### src/design/sbpf_pkg.sv
// Package for the servo bus packet framer: action and result codes, packet
// constants and the state and result word structs. No dependencies.
`default_nettype none
package sbpf_pkg;

  typedef enum logic [2:0] {
    ACT_WRITE = 3'd0,
    ACT_READ  = 3'd1,
    ACT_PING  = 3'd2,
    ACT_RESET = 3'd3,
    ACT_RX    = 3'd4
  } action_t;

  typedef enum logic [1:0] {
    KIND_TX   = 2'd0,
    KIND_READ = 2'd1,
    KIND_PING = 2'd2,
    KIND_REJ  = 2'd3
  } kind_t;

  typedef enum logic [1:0] {
    PEND_NONE = 2'd0,
    PEND_RD1  = 2'd1,
    PEND_RD2  = 2'd2,
    PEND_PING = 2'd3
  } pend_t;

  localparam int unsigned PKT_MAX = 9;

  localparam logic [7:0] HDR_BYTE    = 8'hFF;
  localparam logic [7:0] INS_PING    = 8'h01;
  localparam logic [7:0] INS_READ    = 8'h02;
  localparam logic [7:0] INS_WRITE   = 8'h03;
  localparam logic [7:0] INS_RESET   = 8'h06;
  localparam logic [7:0] ID_REG_ADDR = 8'd3;
  localparam logic [7:0] BAD_ID_A    = 8'd253;
  localparam logic [7:0] BAD_ID_B    = 8'd255;
  localparam logic [7:0] LEN_SHORT   = 8'd2;
  localparam logic [7:0] LEN_READ    = 8'd4;
  localparam logic [7:0] LEN_WR_BASE = 8'd3;
  localparam logic [7:0] ID_RESET    = 8'd1;

  localparam logic [3:0] PKT_N_SHORT = 4'd6;
  localparam logic [3:0] PKT_N_READ  = 4'd8;
  localparam logic [3:0] PKT_N_WBASE = 4'd7;

  localparam logic [3:0] RX_N_RD1  = 4'd7;
  localparam logic [3:0] RX_N_RD2  = 4'd8;
  localparam logic [3:0] RX_N_PING = 4'd6;
  localparam logic [3:0] RX_IDX_ID = 4'd2;
  localparam logic [3:0] RX_IDX_LO = 4'd5;
  localparam logic [3:0] RX_IDX_HI = 4'd6;

  localparam logic REG_START_ID   = 1'b0;
  localparam logic REG_FACTORY_ID = 1'b1;

  typedef struct packed {
    logic [7:0] current_id;
    pend_t      pending;
    logic [3:0] rx_count;
    logic [7:0] rx_sum;
    logic [7:0] rx_id;
    logic [7:0] rx_lo;
    logic [7:0] rx_hi;
  } state_t;

  typedef struct packed {
    logic [PKT_MAX-1:0][7:0] bytes;
    logic [3:0]              count;
    kind_t                   kind;
    logic [15:0]             value;
    logic                    ok;
  } res_t;

endpackage
`default_nettype wire

### src/design/sbpf_build.sv
// Single-pass command decode: builds the whole packet or reply result for
// one input word and the next framer state. Depends on sbpf_pkg.
`default_nettype none
module sbpf_build (
  input  var sbpf_pkg::state_t  st,
  input  wire logic [7:0]       factory_id,
  input  var sbpf_pkg::action_t action,
  input  wire logic [7:0]       reg_addr,
  input  wire logic [1:0]       data_len,
  input  wire logic [15:0]      data_word,
  input  wire logic [7:0]       rx_byte,
  output var sbpf_pkg::state_t  st_nxt,
  output var sbpf_pkg::res_t    res
);

  logic [sbpf_pkg::PKT_MAX-1:0][7:0] body;
  logic [3:0] n;
  logic [3:0] last_idx;
  logic [7:0] sum;
  logic [7:0] lo;
  logic       len_ok;
  logic       is_tx;
  logic       reject;
  logic [3:0] rx_size;
  logic       rx_final;

  assign lo       = data_word[7:0];
  assign len_ok   = (data_len == 2'd1) || (data_len == 2'd2);
  assign last_idx = n - 4'd1;
  assign sum      = body[2] + body[3] + body[4] + body[5] + body[6] + body[7];

  always_comb begin
    case (st.pending)
      sbpf_pkg::PEND_RD1: rx_size = sbpf_pkg::RX_N_RD1;
      sbpf_pkg::PEND_RD2: rx_size = sbpf_pkg::RX_N_RD2;
      default:            rx_size = sbpf_pkg::RX_N_PING;
    endcase
  end

  assign rx_final = (st.rx_count + 4'd1) >= rx_size;

  always_comb begin
    st_nxt  = st;
    body    = '0;
    body[0] = sbpf_pkg::HDR_BYTE;
    body[1] = sbpf_pkg::HDR_BYTE;
    body[2] = st.current_id;
    n       = '0;
    is_tx   = 1'b0;
    reject  = 1'b0;
    res       = '0;
    res.kind  = sbpf_pkg::KIND_TX;
    case (action)
      sbpf_pkg::ACT_WRITE: begin
        if (!len_ok || ((reg_addr == sbpf_pkg::ID_REG_ADDR) &&
            ((lo == sbpf_pkg::BAD_ID_A) || (lo == sbpf_pkg::BAD_ID_B)))) begin
          reject = 1'b1;
        end else begin
          is_tx           = 1'b1;
          st_nxt.pending  = sbpf_pkg::PEND_NONE;
          st_nxt.rx_count = '0;
          st_nxt.rx_sum   = '0;
          body[3] = sbpf_pkg::LEN_WR_BASE + {6'd0, data_len};
          body[4] = sbpf_pkg::INS_WRITE;
          body[5] = reg_addr;
          body[6] = lo;
          if (data_len == 2'd2) begin
            body[7] = data_word[15:8];
          end
          n = sbpf_pkg::PKT_N_WBASE + {2'd0, data_len};
          if (reg_addr == sbpf_pkg::ID_REG_ADDR) begin
            st_nxt.current_id = lo;
          end
        end
      end
      sbpf_pkg::ACT_READ: begin
        if (!len_ok) begin
          reject = 1'b1;
        end else begin
          is_tx           = 1'b1;
          st_nxt.rx_count = '0;
          st_nxt.rx_sum   = '0;
          st_nxt.pending  = sbpf_pkg::pend_t'(data_len);
          body[3] = sbpf_pkg::LEN_READ;
          body[4] = sbpf_pkg::INS_READ;
          body[5] = reg_addr;
          body[6] = {6'd0, data_len};
          n = sbpf_pkg::PKT_N_READ;
        end
      end
      sbpf_pkg::ACT_PING: begin
        is_tx           = 1'b1;
        st_nxt.rx_count = '0;
        st_nxt.rx_sum   = '0;
        st_nxt.pending  = sbpf_pkg::PEND_PING;
        body[3] = sbpf_pkg::LEN_SHORT;
        body[4] = sbpf_pkg::INS_PING;
        n = sbpf_pkg::PKT_N_SHORT;
      end
      sbpf_pkg::ACT_RESET: begin
        is_tx             = 1'b1;
        st_nxt.rx_count   = '0;
        st_nxt.rx_sum     = '0;
        st_nxt.pending    = sbpf_pkg::PEND_NONE;
        st_nxt.current_id = factory_id;
        body[3] = sbpf_pkg::LEN_SHORT;
        body[4] = sbpf_pkg::INS_RESET;
        n = sbpf_pkg::PKT_N_SHORT;
      end
      sbpf_pkg::ACT_RX: begin
        if (st.pending != sbpf_pkg::PEND_NONE) begin
          if (st.rx_count == sbpf_pkg::RX_IDX_ID) begin
            st_nxt.rx_id = rx_byte;
          end
          if ((st.rx_count == sbpf_pkg::RX_IDX_LO) &&
              (st.pending != sbpf_pkg::PEND_PING)) begin
            st_nxt.rx_lo = rx_byte;
          end
          if ((st.rx_count == sbpf_pkg::RX_IDX_HI) &&
              (st.pending == sbpf_pkg::PEND_RD2)) begin
            st_nxt.rx_hi = rx_byte;
          end
          if ((st.rx_count >= sbpf_pkg::RX_IDX_ID) &&
              (st.rx_count < (rx_size - 4'd1))) begin
            st_nxt.rx_sum = st.rx_sum + rx_byte;
          end
          if (rx_final) begin
            res.count = 4'd1;
            if (st.pending == sbpf_pkg::PEND_PING) begin
              res.kind  = sbpf_pkg::KIND_PING;
              res.value = {8'd0, st_nxt.rx_id};
            end else begin
              res.kind  = sbpf_pkg::KIND_READ;
              res.value = {(st.pending == sbpf_pkg::PEND_RD2) ? st_nxt.rx_hi : 8'd0,
                           st_nxt.rx_lo};
              res.ok    = (~st.rx_sum == rx_byte);
            end
            st_nxt.pending  = sbpf_pkg::PEND_NONE;
            st_nxt.rx_count = '0;
            st_nxt.rx_sum   = '0;
          end else begin
            st_nxt.rx_count = st.rx_count + 4'd1;
          end
        end
      end
      default: begin
        reject = 1'b1;
      end
    endcase

    if (reject) begin
      res.count = 4'd1;
      res.kind  = sbpf_pkg::KIND_REJ;
    end
    if (is_tx) begin
      res.count = n;
      res.kind  = sbpf_pkg::KIND_TX;
      for (int i = 0; i < sbpf_pkg::PKT_MAX; i++) begin
        res.bytes[i] = (4'(i) == last_idx) ? ~sum : body[i];
      end
    end
  end

endmodule
`default_nettype wire

### src/design/sbpf_emit.sv
// Result register: holds one built packet or reply result and shifts it out
// one word per handshake. Depends on sbpf_pkg.
`default_nettype none
module sbpf_emit (
  input  wire logic           clk,
  input  wire logic           rst_n,
  input  wire logic           load,
  input  var sbpf_pkg::res_t  res,
  output logic                can_load,
  output logic                out_valid,
  input  wire logic           out_ready,
  output sbpf_pkg::kind_t     out_kind,
  output logic [7:0]          out_byte,
  output logic                out_last,
  output logic [15:0]         out_value,
  output logic                out_ok
);

  logic [sbpf_pkg::PKT_MAX-1:0][7:0] bytes_r;
  logic [sbpf_pkg::PKT_MAX-1:0][7:0] bytes_nxt;
  logic [3:0]                        count_r;
  logic [3:0]                        count_nxt;
  sbpf_pkg::kind_t                   kind_r;
  logic [15:0]                       value_r;
  logic                              ok_r;

  assign out_valid = (count_r != 4'd0);
  assign can_load  = (count_r == 4'd0) || ((count_r == 4'd1) && out_ready);

  always_comb begin
    bytes_nxt = bytes_r;
    count_nxt = count_r;
    if (load) begin
      bytes_nxt = res.bytes;
      count_nxt = res.count;
    end else if (out_valid && out_ready) begin
      bytes_nxt = {8'd0, bytes_r[sbpf_pkg::PKT_MAX-1:1]};
      count_nxt = count_r - 4'd1;
    end
  end

  always_ff @(posedge clk) begin
    if (!rst_n) begin
      count_r <= '0;
    end else begin
      count_r <= count_nxt;
    end
  end

  always_ff @(posedge clk) begin
    bytes_r <= bytes_nxt;
    if (load) begin
      kind_r  <= res.kind;
      value_r <= res.value;
      ok_r    <= res.ok;
    end
  end

  assign out_kind  = kind_r;
  assign out_byte  = (kind_r == sbpf_pkg::KIND_TX) ? bytes_r[0] : 8'd0;
  assign out_last  = (kind_r == sbpf_pkg::KIND_TX) && (count_r == 4'd1);
  assign out_value = value_r;
  assign out_ok    = ok_r;

endmodule
`default_nettype wire

### src/design/servo_bus_packet_framer_top.sv
// Latency: the first result word is valid the cycle after the command word.
// Throughput: a packet of n bytes (6 to 9) leaves at one word per cycle while
// out_tready is high; the next command is taken in the cycle its last word leaves.
// Reply bytes and rejected commands are taken whenever the result register can load.
// Reset (rst_n low, synchronous): id and default id 1, no reply awaited.
// Top level of the servo bus packet framer; uses sbpf_pkg, sbpf_build, sbpf_emit.
`default_nettype none
module servo_bus_packet_framer_top (
  input  wire logic        clk,
  input  wire logic        rst_n,
  input  wire logic        in_tvalid,
  output logic             in_tready,
  // [7:0] reg_addr, [9:8] data_len, [25:10] data_word, [33:26] rx_byte
  input  wire logic [39:0] in_tdata,
  // [2:0] action
  input  wire logic [2:0]  in_tuser,
  output logic             out_tvalid,
  input  wire logic        out_tready,
  // [7:0] tx_byte, [23:8] read_value, [24] checksum_ok
  output logic [31:0]      out_tdata,
  // [1:0] kind
  output logic [1:0]       out_tuser,
  output logic             out_tlast,
  input  wire logic        cfg_valid,
  output logic             cfg_ready,
  input  wire logic        cfg_index,
  input  wire logic [7:0]  cfg_data
);

  sbpf_pkg::state_t st_r;
  sbpf_pkg::state_t st_nxt;
  sbpf_pkg::res_t   res;
  sbpf_pkg::kind_t  out_kind;
  logic [7:0]       factory_id_r;
  logic             in_fire;
  logic             cfg_fire;
  logic [7:0]       out_byte;
  logic [15:0]      out_value;
  logic             out_ok;

  assign cfg_ready = 1'b1;
  assign in_fire   = in_tvalid && in_tready;
  assign cfg_fire  = cfg_valid && cfg_ready;

  sbpf_build u_build (
    .st         (st_r),
    .factory_id (factory_id_r),
    .action     (sbpf_pkg::action_t'(in_tuser)),
    .reg_addr   (in_tdata[7:0]),
    .data_len   (in_tdata[9:8]),
    .data_word  (in_tdata[25:10]),
    .rx_byte    (in_tdata[33:26]),
    .st_nxt     (st_nxt),
    .res        (res)
  );

  sbpf_emit u_emit (
    .clk       (clk),
    .rst_n     (rst_n),
    .load      (in_fire),
    .res       (res),
    .can_load  (in_tready),
    .out_valid (out_tvalid),
    .out_ready (out_tready),
    .out_kind  (out_kind),
    .out_byte  (out_byte),
    .out_last  (out_tlast),
    .out_value (out_value),
    .out_ok    (out_ok)
  );

  always_ff @(posedge clk) begin
    if (!rst_n) begin
      st_r.current_id <= sbpf_pkg::ID_RESET;
      st_r.pending    <= sbpf_pkg::PEND_NONE;
      st_r.rx_count   <= '0;
      st_r.rx_sum     <= '0;
      st_r.rx_id      <= '0;
      st_r.rx_lo      <= '0;
      st_r.rx_hi      <= '0;
      factory_id_r    <= sbpf_pkg::ID_RESET;
    end else begin
      if (in_fire) begin
        st_r <= st_nxt;
      end else if (cfg_fire && (cfg_index == sbpf_pkg::REG_START_ID)) begin
        st_r.current_id <= cfg_data;
      end
      if (cfg_fire && (cfg_index == sbpf_pkg::REG_FACTORY_ID)) begin
        factory_id_r <= cfg_data;
      end
    end
  end

  assign out_tdata = {7'd0, out_ok, out_value, out_byte};
  assign out_tuser = out_kind;

endmodule
`default_nettype wire

### config.mk
export PLATFORM = sky130hd
export DESIGN_NAME = servo_bus_packet_framer_top
export DESIGN_NICKNAME = d
export VERILOG_FILES = /design/src/design/sbpf_pkg.sv /design/src/design/sbpf_build.sv /design/src/design/sbpf_emit.sv /design/src/design/servo_bus_packet_framer_top.sv
export SDC_FILE = /design/constraint.sdc
export NUM_CORES = 1
export LEC_CHECK = 0
export BUFFER_PORTS_ARGS = -buffer_cell sky130_fd_sc_hd__buf_4
export CORE_MARGIN = 5
export CORE_UTILIZATION = 55
export CTS_BUF_LIST = sky130_fd_sc_hd__clkbuf_4 sky130_fd_sc_hd__clkbuf_8 sky130_fd_sc_hd__clkbuf_16
export DETAILED_ROUTE_END_ITERATION = 10
export PLACE_DENSITY = 0.82
export SYNTH_ARGS = -nofsm -noshare
export SYNTH_HDL_FRONTEND = slang
export SYNTH_SLANG_ARGS = --single-unit
### constraint.sdc
create_clock -name clk -period 12.4 [get_ports clk]
set_clock_uncertainty 0.1 [all_clocks]
set_input_delay 0.62 -clock clk [delete_from_list [all_inputs] [get_ports clk]]
set_output_delay 0.62 -clock clk [all_outputs]
set_load 0.05 [all_outputs]
==> results of run 1 <==
==> worst max path at each step <==
stage / start / slack, ns / depth (start not counted) / end
CTS: in_tdata[8] / 6.38 / 21 / u_emit.bytes_r[63]
global route: in_tdata[8] / 6.06 / 21 / u_emit.bytes_r[63]
finish: in_tdata[8] / 6.28 / 21 / u_emit.bytes_r[63]
floorplan: in_tdata[8] / 6.41 / 22 / u_emit.bytes_r[63]
detailed placement: in_tdata[8] / 5.98 / 21 / u_emit.bytes_r[63]
global placement: in_tdata[8] / 6.06 / 21 / u_emit.bytes_r[63]
==> layout make-up <==
class                   count  area (sq um)
repair buffers             84           631
fillers                  1258          5400
well taps                 211           264
clock inverters            14           143
multi-input cells         605          4360
inverters                  46           173
clock buffers              18           450
flip-flops and latches    149          3890
==> metrics by stage <==
step                      total power [W]   util
after global routing              0.00206  0.647
after detailed placement          0.00144  0.609
after floorplan                   0.00127      -
final                             0.00195  0.647
after CTS                         0.00196  0.647
after global placement            0.00142  0.609
==> worst max-delay path: cells and delay by family <==
family                     cells  cell delay [ns]
buffers and inverters          5             0.44
xor gates and xnor gates       1             0.55
and+or+nand+nor                5             1.27
AOI/OAI and AO/OA              5             1.03
adders and majority gates      5             2.34
==> power groups by stage <==
stage	Clock (W)	Sequential (W)	Combinational [W]
after floorplan	0	0.000857	0.000415
after global placement	0	0.000804	0.000619
after detailed placement	0	0.000812	0.000633
after CTS	0.000517	0.000802	0.000636
after global routing	0.000539	0.000815	0.000701
final	0.000510	0.000802	0.000638
==> kinds of logic after synthesis <==
kind of cell / Yosys count
simple gates: 274
mux: 51
xor+xnor: 16
buf+inv: 100
compound gates: 199
other cells: 2
flops: 149
fa+ha+maj: 57
==> cells in the mapped netlist (all sizes together), types with 6 or more instances <==
| cell | count | area, sq um |
|---|---|---|
| a31oi | 6 | 37.5 |
| ha | 36 | 450 |
| mux2i | 48 | 480 |
| nand2 | 97 | 364 |
| nand3 | 24 | 120 |
| inv | 46 | 173 |
| and2 | 10 | 65.1 |
| buf | 20 | 123 |
| clkbuf | 34 | 128 |
| nor2b | 49 | 307 |
| nor2 | 38 | 145 |
| edfxtp | 91 | 2730 |
| fa | 21 | 420 |
| a21boi | 22 | 165 |
| xnor2 | 10 | 87.6 |
| o21a | 20 | 150 |
| dfxtp | 58 | 1160 |
| and3 | 16 | 100 |
| o21ai | 49 | 249 |
| a22o | 11 | 96.3 |
| a211oi | 20 | 150 |
| nand4 | 11 | 83.8 |
| a21oi | 27 | 135 |
==> state kept, by name, summed over array words and instances (netlist names) <==
register / count
st_r: 46
u_emit.out_ok: 1
factory_id_r: 8
u_emit.bytes_r: 72
u_emit.count_r: 4
u_emit.out_value: 16
u_emit.out_kind: 2
==> metal layers <==
metal	vias to the layer above	global-route usage	part of all wire
met5	-	0	0
met4	0	0.0728	0.023
met3	45	0.0825	0.10
met2	288	0.330	0.44
met1	3127	0.308	0.44
li1	3134	-	-
==> flow_metrics.tcl, run 1 <==
set metrics [dict create \
    status "complete, no violations" \
    synth_warnings 0 \
    ys_seq_area_frac 0.450 \
    placed_cell_area_sq_um 9320 \
    drive_above_1_share 0.148 \
    fin_area_sq_um 9910 \
    final_common_cell "nand2_1" \
    peakVddDrop_uv 134 \
    slew_viol_final 0 \
    slew_headroom 0.288 \
    rr_startpoint "st_r[41]" \
    htreeDepth 4 \
    most-common-layout-cells "97 x nand2_1, 91 x edfxtp_1, 84 x buf_4" \
    io_buffers 80 \
    wire_per_inst_microns 17.9 \
    dp_worst_setup_slack_ns 5.98 \
    slowest_stage "fa_1" \
    switchingPower_w 0.000697 \
    worstSetupPathType "in2reg" \
    p_leak_nw 3.91 \
    fin_nets 1017 \
    hp-class "in2reg" \
    rsz0062_at_grt "false" \
    antenna_found_initial 0 \
    power_density_nw_per_um2 197 \
    maxCapViolations 0 \
    hold_end "factory_id_r[0]" \
    setup.worst_path.start_class "input pin" \
    ys_async_sr_fraction 0 \
    holdPathStages 3 \
    grt_first_pass_wirelength_microns 32300 \
    cts_resized 0 \
    clk_latency_ns 0.43 \
    drt_iter0_drc 613 \
    place_hpwl_microns 14000 \
    rows 45 \
    cp_data_required_time_ns 12.55 \
    switching_share 0.357 \
    grt_pass1_vias 6215 \
    pwr-share-clk 0.261 \
    via_per_inst 5.85 \
    area_delta_synth_final_pct 14.6 \
    start_util 0.565 \
    holdWs_ns 0.359 \
    synthFlopType "edfxtp_1" \
    dp_cells 1095 \
    post_cts.repair.setup_buffers 0 \
    min_from "cfg_data[0]" \
    synth_area_per_cell_sq_um 10.2 \
    p_comb_frac 0.327 \
    worstMarginPinSlew_ns 1.06 \
    dieHeight_microns 135 \
    synth_edf_count 91 \
    diodes 0 \
    root_buffer "clkbuf_16" \
    cts.clk_slew.worst_paths_ns 0.06 \
    r2r_cells 14 \
    timing.fmax_mhz 163 \
    synth_xor_area_frac 0.0179 \
    finalWeightedCongestion 0.898 \
    grt.total_usage 0.224 \
    final_cells 1127 \
    min_period_over_period 0.493 \
    fin_ws_ns 6.28 \
    wirelength_microns 20100 \
    cts-hold-fix-buffers 0 \
    cts_buffers 17 \
    r2r_end "u_emit.bytes_r[63]" \
    core-area_sq_um 15300 \
    p_int_w 0.00125 \
    r2r_slack_ns 7.94 \
    tns_ns 0 \
    path_cells "buf_4, inv_1, ha_1, or3b_1, nor2_2, nand2_1, nand2_1, nand2_1, fa_1, inv_1, fa_1, inv_1, fa_1, inv_1, ha_1, a21o_1, a21oi_1, o21bai_1, a21oi_1, xnor3_2, o311ai_2" \
    clock_sinks 149 \
    crit_fanout 9 \
    ys_types 72 \
    grt_overflow 0 \
    synth_fa_ha_area_frac 0.101 \
    seq_power_share 0.412 \
    drc 0 \
    dr.pass1.iters 5 \
    max_stage_delay_ns 0.58 \
    critical_path.most_common_cell "inv_1" \
    ys_ff_latch 149 \
    netlist_area_sq_um 8650 \
    period_minus_slack_ns 6.12 \
    drtAntennaViolNets 0 \
    synth_top_family_by_area "simple AND/OR/NAND/NOR gates" \
    final-setup-viol-count 0 \
    arrival_ns 6.26 \
    yosys-mux-area-fraction 0.0595 \
    crit_path_end_kind "flop" \
    hold_viol 0 \
    cts_tree "yes" \
    vias 6594 \
    synth_compound_area_frac 0.157 \
    cts_buffer_depth 2 \
    die_area_sq_um 18300 \
    dieWidth_microns 135 \
    synth-simple-area-share 0.165 \
    ios 95 \
    grt_start_max_net_pins 78 \
    synthCells 848 \
]
Note: power is estimated with default switching activity, not from simulation.
==> run 2, diff against run 1 <==
--- a/config.mk
+++ b/config.mk
@@ -5,12 +5,13 @@
 export SDC_FILE = /design/constraint.sdc
 export NUM_CORES = 1
 export LEC_CHECK = 0
+export ABC_AREA = 1
 export BUFFER_PORTS_ARGS = -buffer_cell sky130_fd_sc_hd__buf_4
 export CORE_MARGIN = 5
-export CORE_UTILIZATION = 55
+export CORE_UTILIZATION = 54
 export CTS_BUF_LIST = sky130_fd_sc_hd__clkbuf_4 sky130_fd_sc_hd__clkbuf_8 sky130_fd_sc_hd__clkbuf_16
 export DETAILED_ROUTE_END_ITERATION = 10
-export PLACE_DENSITY = 0.82
+export PLACE_DENSITY = 0.83
 export SYNTH_ARGS = -nofsm -noshare
 export SYNTH_HDL_FRONTEND = slang
 export SYNTH_SLANG_ARGS = --single-unit
==> constraint.sdc (replaced) <==
create_clock -name clk -period 5.3 [get_ports clk]
set_clock_uncertainty 0.1 [all_clocks]
set_input_delay 0.265 -clock clk [delete_from_list [all_inputs] [get_ports clk]]
set_output_delay 0.265 -clock clk [all_outputs]
set_load 0.05 [all_outputs]
==> flow_metrics.tcl, run 2 <==
set metrics [dict create \
    fin_area_sq_um 9940 \
    pwr-share-clk 0.258 \
    drt_iter0_drc 809 \
    maxCapViolations 0 \
    placed_cell_area_sq_um 9360 \
    wire_per_inst_microns 15.5 \
    rows 46 \
    cp_data_required_time_ns 5.37 \
    synthFlopType "edfxtp_1" \
    synthTopCellsByCount "208 x nand2_1, 133 x inv_1, 94 x nor2_1" \
    hold_end "factory_id_r[6]" \
    start_util 0.548 \
    slew_headroom 0.407 \
    slew_viol_final 0 \
    holdPathStages 3 \
    dieHeight_microns 137 \
    p_int_w 0.00292 \
    antenna_found_initial 0 \
    via_per_inst 5.40 \
    ys_async_sr_fraction 0 \
    hold_viol 0 \
    cts_buffer_depth 2 \
    grt_first_pass_wirelength_microns 32500 \
    diodes 0 \
    drtAntennaViolNets 0 \
    fin_nets 1195 \
    synth_warnings 0 \
    synth_largest_area_cell "edfxtp_1" \
    period_minus_slack_ns 4.64 \
    final_common_cell "nand2_1" \
    grt_start_max_net_pins 90 \
    r2r_slack_ns 1.40 \
    io_buffers 80 \
    cts-hold-fix-buffers 1 \
    power_density_nw_per_um2 459 \
    status "complete, no violations" \
    place_hpwl_microns 14500 \
    most-common-layout-cells "208 x nand2_1, 133 x inv_1, 94 x nor2_1" \
    arrival_ns 4.72 \
    ys_ff_latch 149 \
    cts_buffers 17 \
    path_cells "buf_4, inv_1, ha_1, nand2_2, nor2_4, nand3_1, inv_1, fa_1, fa_1, inv_1, fa_1, inv_1, ha_1, inv_1, fa_1, o21ai_0, xor2_1, inv_1, o21ai_0, o21ai_1" \
    seq_power_share 0.416 \
    wirelength_microns 20300 \
    nFillCells 1322 \
    htreeDepth 4 \
    clock_sinks 149 \
    grt_overflow 0 \
    setup.worst_path.start_class "input pin" \
    rr_startpoint "st_r[41]" \
    slowest_stage "fa_1" \
    p_comb_frac 0.327 \
    synth.top_cell.area_share 0.316 \
    synth_edf_count 91 \
    p_leak_nw 4.69 \
    dp_cells 1277 \
    grt.total_usage 0.222 \
    r2r_end "u_emit.bytes_r[39]" \
    max_stage_delay_ns 0.49 \
    crit_path_end_kind "flop" \
    dieWidth_microns 137 \
    r2r_cells 19 \
    min_period_over_period 0.876 \
    cts_resized 0 \
    top_register "u_emit.bytes_r" \
    ys_types 52 \
    root_buffer "clkbuf_16" \
    min_from "cfg_data[6]" \
    cts.clk_slew.worst_paths_ns 0.06 \
    rsz0062_at_grt "false" \
    timing.fmax_mhz 215 \
    tns_ns 0 \
    hp-class "in2reg" \
    vias 7075 \
    crit_fanout 17 \
    worstSetupPathType "in2reg" \
    netlist_top_cells_area "edfxtp_1 32%, dfxtp_1 13%, nand2_1 9.0%" \
    critical_path.most_common_cell "inv_1" \
    finalWeightedCongestion 0.925 \
    final_cells 1310 \
    ios 95 \
    drive_above_1_share 0.144 \
    dr.pass1.iters 5 \
    die_area_sq_um 18600 \
    cts_tree "yes" \
    largest_register_ffs 72 \
    synth_area_per_cell_sq_um 8.54 \
    worstMarginPinSlew_ns 0.883 \
    area_delta_synth_final_pct 15.1 \
    ys_seq_area_frac 0.451 \
    drc 0 \
    final-setup-viol-count 0 \
    yosysMostFrequentCell "nand2_1" \
    synthCells 1012 \
    peakVddDrop_uv 263 \
    grt_pass1_vias 6601 \
    post_cts.repair.setup_buffers 0 \
    switching_share 0.361 \
    core-area_sq_um 15800 \
    clk_latency_ns 0.42 \
    netlist_area_sq_um 8640 \
    switchingPower_w 0.00165 \
]
-- run 2: changes by cell type after synthesis, sizes merged, moves of 22 or more --
cell | before | now
nor2b | 49 | 0
a21boi | 22 | 0
nand2 | 97 | 219
inv | 46 | 143
nor2 | 38 | 100
mux2i | 48 | 16
a21oi | 27 | 61
o21ai | 49 | 99
nand3 | 24 | 53
-- run 2: per-stage QoR --
stage                      util  total power, W  hold WS (ns)  setup slack, ns
after detailed placement  0.594         0.00340         0.341            0.235
after global placement    0.594         0.00334         0.338            0.366
after global routing      0.631         0.00482       0.00923            0.354
after CTS                 0.631         0.00457       0.00792            0.675
final                     0.631         0.00456       0.00829            0.659
after floorplan               -         0.00301         0.278            0.828
-- run 2: worst max path at each step --
stage | from | end | slack (ns) | cells past startpoint
6_report | in_tdata[8] | u_emit.bytes_r[62] | 0.66 | 20
5_1_grt | in_tdata[8] | u_emit.bytes_r[46] | 0.35 | 20
4_1_cts | in_tdata[8] | u_emit.bytes_r[46] | 0.67 | 20
3_5_place_dp | in_tdata[8] | u_emit.bytes_r[46] | 0.23 | 20
3_3_place_gp | in_tdata[8] | u_emit.bytes_r[62] | 0.37 | 20
2_1_floorplan | in_tdata[8] | u_emit.bytes_r[62] | 0.83 | 20
-- run 2: cell families (layout without fill, tap and decap cells) --
family	count (synthesis)	after routing	share of synthesized area
xor+xnor	12	12	0.0122
flops	149	149	0.451
fa+ha+maj	57	57	0.101
mux	16	16	0.0185
buf+inv	191	267	0.0925
compound gates	196	196	0.129
simple gates	389	389	0.195
other cells	2	8	0.000869
-- run 2: final cells by class --
type | instances | area [sq um] | area share
clock buffer | 21 | 479 | 0.0482
clock inverter | 11 | 95.1 | 0.00956
inverter | 147 | 561 | 0.0564
multi-input combinational | 678 | 3980 | 0.400
sequential | 149 | 3890 | 0.392
tap | 216 | 270 | 0.0272
timing repair buffer | 88 | 663 | 0.0667
-- run 2: per-layer routing --
metal | track usage | vias to the layer above | wire length, microns
met5 | 0 | - | 0
met4 | 0.0767 | 0 | 363
met3 | 0.0438 | 36 | 1690
met2 | 0.348 | 309 | 9450
met1 | 0.311 | 3273 | 8780
li1 | - | 3457 | -
-- run 2: critical path, delay by kind of cell --
family	cells	cell delay (ns)
and+or+nand+nor	3	0.68
adders and majority gates	6	2.42
AOI/OAI and AO/OA	3	0.50
buffers and inverters	7	0.61
xor gates and xnor gates	1	0.23
-- run 2: power by group through the flow --
stage | registers [W] | logic [W] | clock network (W)
after floorplan | 0.00204 | 0.000971 | 0
after global placement | 0.00190 | 0.00144 | 0
after detailed placement | 0.00192 | 0.00148 | 0
after CTS | 0.00190 | 0.00149 | 0.00118
after global routing | 0.00193 | 0.00166 | 0.00124
final | 0.00190 | 0.00149 | 0.00118
==> run 3, diff against run 2 <==
--- a/config.mk
+++ b/config.mk
@@ -6,12 +6,12 @@
 export NUM_CORES = 1
 export LEC_CHECK = 0
 export ABC_AREA = 1
-export BUFFER_PORTS_ARGS = -buffer_cell sky130_fd_sc_hd__buf_4
 export CORE_MARGIN = 5
-export CORE_UTILIZATION = 54
+export CORE_UTILIZATION = 55
 export CTS_BUF_LIST = sky130_fd_sc_hd__clkbuf_4 sky130_fd_sc_hd__clkbuf_8 sky130_fd_sc_hd__clkbuf_16
 export DETAILED_ROUTE_END_ITERATION = 10
-export PLACE_DENSITY = 0.83
+export DONT_BUFFER_PORTS = 1
+export PLACE_DENSITY = 0.73
 export SYNTH_ARGS = -nofsm -noshare
 export SYNTH_HDL_FRONTEND = slang
 export SYNTH_SLANG_ARGS = --single-unit
==> flow_metrics.tcl, run 3 (synthesis gave the netlist of run 2 again) <==
set metrics [dict create \
    status "complete, no violations" \
    die_area_sq_um 18300 \
    grt_start_max_net_pins 79 \
    slew_viol_final 0 \
    final-setup-viol-count 0 \
    maxCapViolations 0 \
    largest_register_ffs 72 \
    critPathBufInv 6 \
    cts_buffer_depth 2 \
    rr_startpoint "st_r[41]" \
    start_util 0.564 \
    area_delta_synth_final_pct 9.58 \
    fin_nets 1127 \
    slowest_stage "fa_1" \
    crit_fanout 17 \
    vias 6733 \
    rsz0062_at_grt "false" \
    min_from "cfg_data[5]" \
    r2r_end "u_emit.bytes_r[31]" \
    min_period_over_period 0.862 \
    grt_first_pass_wirelength_microns 32000 \
    antenna_found_initial 0 \
    grt_overflow 0 \
    hold_viol 0 \
    core-area_sq_um 15300 \
    final_cells 1237 \
    arrival_ns 4.64 \
    dieWidth_microns 135 \
    power_density_nw_per_um2 470 \
    r2r_cells 19 \
    worstSetupPathType "in2reg" \
    drtAntennaViolNets 0 \
    dp_cells 1190 \
    peakVddDrop_uv 317 \
    worstMarginPinSlew_ns 1.16 \
    tns_ns 0 \
    timing.fmax_mhz 219 \
    setup.worst_path.start_class "input pin" \
    cp_data_required_time_ns 5.37 \
    top_register "u_emit.bytes_r" \
    cts_tree "yes" \
    area.sequential_sq_um 3890 \
    wire_per_inst_microns 16.1 \
    grt.total_usage 0.224 \
    diodes 0 \
    via_per_inst 5.44 \
    dr.pass1.iters 5 \
    hp-class "in2reg" \
    clock_sinks 149 \
    post_cts.repair.setup_buffers 0 \
    slew_headroom 0.226 \
    ios 95 \
    r2r_slack_ns 1.37 \
    hold_end "st_r[43]" \
    path_cells "inv_1, ha_1, nand2_2, nor2_4, nand2_1, fa_1, inv_1, fa_1, inv_1, fa_1, inv_1, ha_1, inv_1, nor3_1, nand2_1, nand2_1, nand2_1, nand3_1, nand2_1, inv_1, nand3_1, nand2_1, o21ai_1" \
    final_common_cell "nand2_1" \
    p_leak_nw 4.35 \
    cp_top_family "adder cells" \
    holdPathStages 3 \
    clk_latency_ns 0.42 \
    dieHeight_microns 135 \
    finalWeightedCongestion 0.913 \
    io_buffers 0 \
    crit_path_end_kind "flop" \
    multi_input_area_sq_um 3980 \
    root_buffer "clkbuf_16" \
    drive_above_1_share 0.0731 \
    wirelength_microns 19900 \
    most-common-layout-cells "208 x nand2_1, 133 x inv_1, 94 x nor2_1" \
    drc 0 \
    place_hpwl_microns 13800 \
    rows 45 \
    cts.clk_slew.worst_paths_ns 0.06 \
    nFillCells 1359 \
    period_minus_slack_ns 4.57 \
    drt_iter0_drc 543 \
    htreeDepth 4 \
    max_stage_delay_ns 0.58 \
    cts_buffers 17 \
    grt_pass1_vias 6258 \
]
==> run 3: changes by cell type in the layout (fill, tap and decap cells not counted), sizes merged <==
cell,delta
dlygate4sd3,+14
clkinv,-2
buf,-82
inv,+6
clkbuf,-4
==> run 3: worst max path at each step <==
stage,cells past startpoint,endpoint,slack [ns],startpoint
finish,23,u_emit.bytes_r[31],0.73,in_tdata[8]
global route,23,u_emit.bytes_r[31],0.47,in_tdata[8]
CTS,23,u_emit.bytes_r[31],0.83,in_tdata[8]
detailed placement,25,u_emit.bytes_r[47],0.39,in_tdata[8]
global placement,23,u_emit.bytes_r[31],0.49,in_tdata[8]
floorplan,20,u_emit.bytes_r[62],0.83,in_tdata[8]
==> run 3: final cells by class <==
class,count,share of cell area
multi-input cells,678,0.421
flip-flops and latches,149,0.411
inverters,147,0.0592
clock buffers,17,0.0449
well taps,211,0.0279
repair buffers,20,0.0198
clock inverters,15,0.0165
==> run 3: what timing repair did <==
item | CTS | global route
hold buffers | 14 | 1
hold endpoints to repair | 35 | 1
gates resized for setup | 0 | 0
==> run 3: metrics by stage <==
step                      hold slack [ns]  worst slack (ns)  utilization  power, W  instance area [sq um]
after floorplan                     0.278             0.828            -   0.00301                   8670
after global placement              0.266             0.486        0.571   0.00321                   8740
after detailed placement            0.270             0.388        0.571   0.00325                   8740
after CTS                        0.000417             0.825        0.618   0.00447                   9460
after global routing              0.00432             0.468        0.618   0.00472                   9470
final                              0.0192             0.732        0.618   0.00445                   9470
==> run 3: worst register-to-register path, cell delays in order (launching register included) <==
cell	delay [ns]
dfxtp_1	0.34
inv_1	0.12
fa_1	0.56
inv_1	0.06
fa_1	0.52
inv_1	0.05
fa_1	0.58
inv_1	0.06
ha_1	0.27
inv_1	0.05
nor3_1	0.17
nand2_1	0.09
nand2_1	0.08
nand2_1	0.07
nand3_1	0.07
nand2_1	0.10
inv_1	0.09
nand3_1	0.07
nand2_1	0.15
o21ai_1	0.08
==> run 3: layer usage <==
metal  global-route usage  wire [microns]  vias up  part of all wire
met3               0.0632            1760       24             0.089
met5                    0               0        -                 0
met2                0.338            8930      266              0.45
met4               0.0745             379        0             0.019
met1                0.312            8830     3119              0.44
li1                     -               -     3324                 -
==> run 3: report_power, final <==
group / switching (W) / leakage [nW] / internal, W
Sequential: 0.000278 / 1.37 / 0.00178
Clock: 0.000534 / 0.292 / 0.000669
Combinational: 0.000854 / 2.68 / 0.000339
Total: 0.00167 / 4.35 / 0.00279
